**src/design/ohkt_pkg.sv**
```systemverilog
// Shared constants and types of the ordered hash keyed table.
package ohkt_pkg;

  localparam int DEF_TABLE_DEPTH = 64;
  localparam int DEF_VALUE_WIDTH = 32;
  localparam int DEF_TYPE_WIDTH  = 8;

  localparam int HASH_WIDTH     = 64;
  localparam int KEY_TYPE_WIDTH = 8;
  localparam int HANDLE_WIDTH   = 32;
  localparam int POS_WIDTH      = 6;
  localparam int NPOS_WIDTH     = 7;
  localparam int COUNT_WIDTH    = 7;

  typedef enum logic [1:0] {
    OP_SET    = 2'd0,
    OP_LOOKUP = 2'd1,
    OP_DELETE = 2'd2,
    OP_READ   = 2'd3
  } opcode_t;

  typedef enum logic [1:0] {
    STAT_OK        = 2'd0,
    STAT_NOT_FOUND = 2'd1,
    STAT_FULL      = 2'd2,
    STAT_RANGE     = 2'd3
  } status_t;

  typedef enum logic [2:0] {
    S_IDLE,
    S_SCAN,
    S_SHIFT,
    S_FETCH,
    S_DONE
  } state_t;

endpackage

```
**src/design/ohkt_match.sv**
```systemverilog
// Key comparator: type tag and hash of one stored entry against the search key.
module ohkt_match import ohkt_pkg::*; #(
  parameter int TYPE_WIDTH = DEF_TYPE_WIDTH
) (
  input  logic [TYPE_WIDTH-1:0] key_type,
  input  logic [HASH_WIDTH-1:0] key_hash,
  input  logic [TYPE_WIDTH-1:0] entry_type,
  input  logic [HASH_WIDTH-1:0] entry_hash,
  output logic                  hit
);

  logic type_eq;
  logic hash_eq;

  assign type_eq = (entry_type == key_type);
  assign hash_eq = (entry_hash == key_hash);
  assign hit     = type_eq && hash_eq;

endmodule

```
**config.mk**
```make
export PLATFORM = sky130hd
export DESIGN_NAME = ohkt_match
export DESIGN_NICKNAME = d
export VERILOG_FILES = /design/src/design/ohkt_pkg.sv /design/src/design/ohkt_match.sv
export SDC_FILE = /design/constraint.sdc
export NUM_CORES = 1
export LEC_CHECK = 0
export ABC_AREA = 1
export BUFFER_PORTS_ARGS = -buffer_cell sky130_fd_sc_hd__buf_2
export CORE_MARGIN = 2
export CORE_UTILIZATION = 34
export DETAILED_ROUTE_END_ITERATION = 10
export PLACE_DENSITY = 0.85
export SYNTH_ARGS = -nofsm -noshare
export SYNTH_HDL_FRONTEND = slang
export SYNTH_SLANG_ARGS = --single-unit
```
**constraint.sdc**
```tcl
create_clock -name vclk -period 0.97
set_input_delay 0.194 -clock vclk [all_inputs]
set_output_delay 0.194 -clock vclk [all_outputs]
set_load 0.01 [all_outputs]
```
==> results.sh, run 1 <==
export IMPL_fmax_mhz=763
export IMPL_power_density_mw_per_mm2=375
export IMPL_setup_ws_ps=-341
export IMPL_start_kind="input pin"
export IMPL_fin_crit_sh_pct=135
export IMPL_p_leak_nw=1.29
export IMPL_p_comb_share_pct=100.0
export IMPL_slew_limit_headroom_pct=90.6
export IMPL_dpl_hpwl_um=3300
export IMPL_grt_pass1_vias=1474
export IMPL_synth_distinct_cells=6
export IMPL_required_ps=780
export IMPL_syn_to_final_growth_pct=76.4
export IMPL_antenna_cells=0
export IMPL_tightest_slew_ps=140
export IMPL_setup_violations=1
export IMPL_synth_compound_area_share_pct=0
export IMPL_seq_area_frac_synth_pct=0
export IMPL_synth_top_family_by_area="simple AND/OR/NAND/NOR gates"
export IMPL_mappedNetlistNets=376
export IMPL_syn_inst=232
export IMPL_antenna_found_initial=0
export IMPL_synth_common_cells="nand2_1 (102), inv_1 (55), xnor2_1 (48), nor2_1 (19), nand4_1 (6)"
export IMPL_crit_start="entry_hash[59]"
export IMPL_seqPwrFrac_pct=0
export IMPL_yosysMostFrequentCell="nand2_1"
export IMPL_place_gp_congestion=0.756
export IMPL_switchingPower_mw=0.307
export IMPL_clock_buffers=0
export IMPL_routedWlPerCell_um=8.43
export IMPL_synth_simple_area_share_pct=44.5
export IMPL_grt_max_degree=3
export IMPL_drc=0
export IMPL_wl_met1_um=1200
export IMPL_endpoint_kind="output pin"
export IMPL_die_h_um=61.6
export IMPL_outcome="finished, violations left"
export IMPL_met2_length_um=1950
export IMPL_detail_route_vias_per_cell=4.10
export IMPL_switching_share_pct=41.1
export IMPL_grt_pass1_wl_um=4950
export IMPL_drive_gt1_share_pct=41.4
export IMPL_synth_top_area_share_pct=37.3
export IMPL_crit_type="input pin to output pin"
export IMPL_drt_total_wl_um=3550
export IMPL_grt_usage_pct=16.5
export IMPL_cts_hold_buf=0
export IMPL_regArea_sq_um=0
export IMPL_design_area_sq_mm=0.00199
export IMPL_synthMuxAreaShare_pct=0
export IMPL_critPathArrivalTime_ps=1120
export IMPL_num_vias=1724
export IMPL_violations="setup timing"
export IMPL_placed_area_sq_mm=0.00191
export IMPL_period_needed_ps=1310
export IMPL_dieArea_sq_mm=0.00380
export IMPL_grt_ovfl_total=0
export IMPL_place_inst=421
export IMPL_avgSynthCellArea_sq_um=4.86
export IMPL_fin_nets=523
export IMPL_io_buffers=145
export IMPL_fin_cells=421
export IMPL_synth_xor_area_share_pct=37.3
export IMPL_seq_cells=0
export IMPL_drv_cap=0
export IMPL_p_total_mw=0.747
export IMPL_slew_violations=0
export IMPL_min_path_type="input pin to output pin"
export IMPL_synthTopCellsByArea="xnor2_1 (37%), nand2_1 (34%), inv_1 (18%)"
export IMPL_fill_cells=310
export IMPL_synth_area_sq_mm=0.00113
export IMPL_top_layer_used="met4"
export IMPL_ir_worst_vdd_uv=202
export IMPL_rsz0062_at_grt="true"
export IMPL_ios=145
export IMPL_synth_largest_area_cell="xnor2_1"
export IMPL_hold_violations=0
export IMPL_drtPass1Iterations=3
export IMPL_ant_nets=0
export IMPL_clkPwrFrac_pct=0
export IMPL_drt_initial_drc_count=17
export IMPL_ys_warn_count=0
export IMPL_intPower_mw=0.440
export IMPL_rows=20
export IMPL_coreArea_sq_mm=0.00310
export IMPL_synth_adder_area_share_pct=0
export IMPL_die_width_um=61.6
export IMPL_met3WireLength_um=351
export IMPL_path_max_fanout=1
export IMPL_min_from="entry_hash[30]"
export IMPL_start_util_pct=36.4
[timing repair]
item,4_1_cts,5_1_grt
setup endpoints to repair,1,1
setup buffers,0,0
resized for setup,4,9
endpoints found under the hold margin,0,0
pin swaps,0,3
[through the flow]
stage / util, % / TNS, ps / worst slack, ps / hold slack, ps
floorplan: - / -29.7 / -29.7 / 632
global placement: 61.6 / -371 / -371 / 871
detailed placement: 61.6 / -382 / -382 / 878
CTS: 62.5 / -355 / -355 / 880
global route: 64.2 / -451 / -451 / 910
finish: 64.2 / -341 / -341 / 872
[worst paths after layout]
kind,end,slack [ps],depth (start not counted)
worst max-delay path,hit,-340,9
worst min-delay path,hit,870,7
[critical path, stage by stage]
cell and delay, ps:
buf_2 130, xnor2_2 130, nand2_1 70, nor2_1 120, nand2_1 80, nor2_2 90, nand3_1 90, nor2_2 80
buf_2 130
[power groups by stage]
stage               sequential [mW]  combinational, mW  clock (mW)
finish                            0              0.747           0
global route                      0              0.843           0
CTS                               0              0.727           0
detailed placement                0              0.711           0
global placement                  0              0.691           0
floorplan                         0              0.339           0
[metal layers]
metal	up-vias	track usage, %
met1	694	16.2
met5	-	0
li1	946	-
met2	80	35.6
met4	0	3.04
met3	4	1.89
[cell type report]
class,count,area (sq um),share of cell area [%]
Timing Repair Buffer,145,744,37.4
Inverter,55,206,10.4
Tap cell,44,55.1,2.77
Multi-Input combinational cell,177,985,49.5
[cell usage in the layout (no fill, tap or decap)]
| master | synthesis | routed |
|---|---|---|
| buf_2 | 0 | 142 |
| buf_6 | 0 | 3 |
| inv_1 | 55 | 55 |
| nand2_1 | 102 | 102 |
| nand3_1 | 2 | 2 |
| nand4_1 | 6 | 6 |
| nor2_1 | 19 | 15 |
| nor2_2 | 0 | 4 |
| xnor2_1 | 48 | 41 |
| xnor2_2 | 0 | 7 |
[cells by family after synthesis]
family,Yosys count
xor gates and xnor gates,48
buffers and inverters,55
and+or+nand+nor,129
Note: power is estimated with default switching activity, not from simulation.
==> inputs of run 2 (changes only) <==
Settings changed: CELL_PAD_IN_SITES_DETAIL_PLACEMENT from default to 1, CELL_PAD_IN_SITES_GLOBAL_PLACEMENT from default to 1, CORE_UTILIZATION 34 to 18, PLACE_DENSITY 0.85 to 0.83.
==> results.sh, run 2 (synthesis results as in run 1) <==
export IMPL_p_total_mw=0.737
export IMPL_fin_crit_sh_pct=133
export IMPL_outcome="finished, violations left"
export IMPL_fin_nets=523
export IMPL_dpl_hpwl_um=4290
export IMPL_routedWlPerCell_um=9.62
export IMPL_holdWs_ps=873
export IMPL_drv_cap=0
export IMPL_antenna_found_initial=0
export IMPL_crit_path_end="hit"
export IMPL_period_needed_ps=1290
export IMPL_syn_to_final_growth_pct=76.3
export IMPL_grt_max_degree=3
export IMPL_grt_usage_pct=12.0
export IMPL_io_buffers=145
export IMPL_p_leak_nw=1.26
export IMPL_num_vias=1803
export IMPL_grt_pass1_vias=1894
export IMPL_min_path_type="input pin to output pin"
export IMPL_drc=0
export IMPL_critPathArrivalTime_ps=1090
export IMPL_slew_limit_headroom_pct=88.6
export IMPL_ant_nets=0
export IMPL_setup_ws_ps=-319
export IMPL_setup_violations=1
export IMPL_regArea_sq_um=0
export IMPL_holdPathStages=7
export IMPL_seq_cells=0
export IMPL_dieArea_sq_mm=0.00692
export IMPL_ir_worst_vdd_uv=134
export IMPL_violations="setup timing"
export IMPL_placed_area_sq_mm=0.00195
export IMPL_final_common_cell="buf_2"
export IMPL_hold_violations=0
export IMPL_design_area_sq_mm=0.00199
export IMPL_drt_initial_drc_count=16
export IMPL_endpoint_kind="output pin"
export IMPL_drtPass1Iterations=4
export IMPL_drt_total_wl_um=4350
export IMPL_ios=145
export IMPL_drive_gt1_share_pct=41.1
export IMPL_final_cell_mix="buf_2 (144), nand2_1 (102), inv_1 (55), xnor2_1 (46), nor2_1 (11)"
export IMPL_tightest_slew_ps=170
export IMPL_grt_ovfl_total=0
export IMPL_fmax_mhz=776
export IMPL_start_util_pct=18.8
export IMPL_crit_start="entry_hash[58]"
export IMPL_crit_type="input pin to output pin"
export IMPL_fin_util_pct=33.2
export IMPL_rsz0062_at_grt="true"
export IMPL_start_kind="input pin"
export IMPL_antenna_cells=0
export IMPL_tns_ps=-319
export IMPL_required_ps=780
export IMPL_power_density_mw_per_mm2=370
export IMPL_path_max_fanout=2
export IMPL_die_width_um=83.2
export IMPL_grt_pass1_wl_um=7250
export IMPL_slew_violations=0
export IMPL_coreArea_sq_mm=0.00599
export IMPL_die_h_um=83.2
export IMPL_clock_buffers=0
export IMPL_place_gp_congestion=0.815
export IMPL_rows=28
export IMPL_detail_route_vias_per_cell=3.99
==> run 2: cell types whose count changed in the layout (fill, tap and decap cells not counted) <==
cell / before / now
buf_2: 142 / 144
xnor2_2: 7 / 2
buf_6: 3 / 1
nor2_2: 4 / 8
nor2_1: 15 / 11
xnor2_1: 41 / 46
==> run 2: power by group <==
group	leakage, nW	internal [mW]	switching, mW
combinational	1.26	0.423	0.313
clock	0	0	0
sequential	0	0	0
total	1.26	0.423	0.313
==> run 2: timing repair <==
action	4_1_cts	5_1_grt
gates resized for setup	6	4
hold buffers	0	0
endpoints found under the setup margin	1	1
pin swaps	1	0
setup buffers	0	0
==> run 2: final cells by class <==
class,instances,area [sq um]
multi-input combinational,177,957
tap,75,93.8
inverter,55,206
timing repair buffer,145,732
fill,883,4000
==> run 2: how the worst min path moves through the flow <==
stage / startpoint / end / slack, ps
finish: entry_type[4] / hit / 870
global route: entry_type[4] / hit / 910
CTS: entry_type[4] / hit / 880
detailed placement: entry_type[4] / hit / 880
global placement: entry_type[2] / hit / 880
floorplan: entry_hash[30] / hit / 630
==> run 2: critical path, stage by stage <==
cell     delay [ps]
buf_2           110
inv_1            40
nand2_1          50
nand2_1          70
nand2_1          70
nor2_2           90
nand2_1          60
nor2_2          120
nand3_1          90
nor2_2           80
buf_2           130
==> run 2: per-layer routing <==
layer | share of wire (%) | vias up | global-route usage (%)
li1 | - | 947 | -
met1 | 35 | 768 | 11.9
met2 | 55 | 84 | 26.3
met3 | 9.3 | 4 | 1.89
met4 | 0.97 | 0 | 0.894
met5 | 0 | - | 0
==> run 2: stage by stage <==
| stage | setup slack [ps] | instances |
|---|---|---|
| detailed placement | -410 | 452 |
| finish | -319 | 452 |
| global route | -485 | 452 |
| floorplan | -29.7 | 232 |
| global placement | -390 | 452 |
| CTS | -374 | 452 |
==> inputs of run 3 (changes only) <==
Settings changed: PLACE_DENSITY 0.83 to default, PLACE_DENSITY_LB_ADDON from default to 0.08.
==> results.sh, run 3 (synthesis results as in run 1) <==
export IMPL_outcome="finished, violations left"
export IMPL_violations="setup timing"
export IMPL_endpoint_kind="output pin"
export IMPL_die_width_um=83.2
export IMPL_seq_cells=0
export IMPL_dieArea_sq_mm=0.00692
export IMPL_drt_initial_drc_count=14
export IMPL_min_path_type="input pin to output pin"
export IMPL_ant_nets=0
export IMPL_coreArea_sq_mm=0.00599
export IMPL_clock_buffers=0
export IMPL_detail_route_vias_per_cell=3.82
export IMPL_hold_violations=0
export IMPL_grt_pass1_wl_um=6560
export IMPL_final_common_cell="buf_2"
export IMPL_slew_violations=0
export IMPL_antenna_cells=0
export IMPL_cts_hold_buf=0
export IMPL_power_density_mw_per_mm2=368
export IMPL_syn_to_final_growth_pct=80.2
export IMPL_antenna_found_initial=0
export IMPL_cts_setup_buffers=0
export IMPL_drtPass1Iterations=4
export IMPL_drive_gt1_share_pct=42.2
export IMPL_rsz0062_at_grt="true"
export IMPL_slew_limit_headroom_pct=89.0
export IMPL_routedWlPerCell_um=8.87
export IMPL_final_cell_mix="buf_2 (143), nand2_1 (102), inv_1 (55), xnor2_1 (41), nor2_1 (13)"
export IMPL_critPathArrivalTime_ps=1120
export IMPL_grt_usage_pct=10.7
export IMPL_grt_pass1_vias=1687
export IMPL_rows=28
export IMPL_io_buffers=145
export IMPL_grt_ovfl_total=0
export IMPL_period_needed_ps=1320
export IMPL_p_total_mw=0.747
export IMPL_die_h_um=83.2
export IMPL_regArea_sq_um=0
export IMPL_tightest_slew_ps=164
export IMPL_fin_nets=523
export IMPL_drt_total_wl_um=4010
export IMPL_ir_worst_vdd_uv=139
export IMPL_required_ps=780
export IMPL_fin_util_pct=33.9
export IMPL_path_max_fanout=1
export IMPL_fmax_mhz=759
export IMPL_start_util_pct=18.8
export IMPL_fin_crit_sh_pct=136
export IMPL_drc=0
export IMPL_p_leak_nw=1.29
export IMPL_num_vias=1726
export IMPL_setup_violations=1
export IMPL_dpl_hpwl_um=3900
export IMPL_place_gp_congestion=0.694
export IMPL_grt_max_degree=3
export IMPL_start_kind="input pin"
export IMPL_ios=145
export IMPL_crit_type="input pin to output pin"
export IMPL_drv_cap=0
export IMPL_setup_ws_ps=-347
run 3: area by class of cell:
class              instances  area [sq um]
repair buffers           145           738
inverters                 55           206
well taps                 75          93.8
multi-input cells        177           995
fillers                  869          3960
run 3: stage by stage:
step | worst slack, ps | area [sq um] | hold slack, ps | TNS [ps] | instances
floorplan | -29.7 | 1130 | 632 | -29.7 | 232
global placement | -394 | 1950 | 900 | -394 | 452
detailed placement | -434 | 1950 | 894 | -434 | 452
CTS | -389 | 1970 | 897 | -389 | 452
global route | -444 | 2030 | 922 | -444 | 452
finish | -347 | 2030 | 875 | -347 | 452
run 3: what timing repair did:
item,4_1_cts,5_1_grt
cloned,0,0
pin swaps,1,5
setup endpoints to repair,1,1
resized for setup,5,10
run 3: final timing paths:
kind | startpoint | endpoint | slack, ps | cells past startpoint
setup / recovery | key_hash[43] | hit | -350 | 9
hold / removal | entry_type[2] | hit | 870 | 7
run 3: critical path: stages:
cell and delay [ps]:
buf_2 110, xnor2_2 140, nand2_1 70, nor2_2 120, nand2_1 60, nor2_1 120, nand3_2 90, nor2_2 70
buf_2 130
run 3: per-layer routing:
metal / part of all wire, % / GRT usage, %
met1: 38 / 11.9
met2: 53 / 22.3
met3: 8.4 / 1.59
met4: 0 / 0
met5: 0 / 0
run 3: power by group:
group / total, mW / switching (mW) / internal (mW)
registers: 0 / 0 / 0
clock network: 0 / 0 / 0
logic: 0.747 / 0.309 / 0.438
total: 0.747 / 0.309 / 0.438
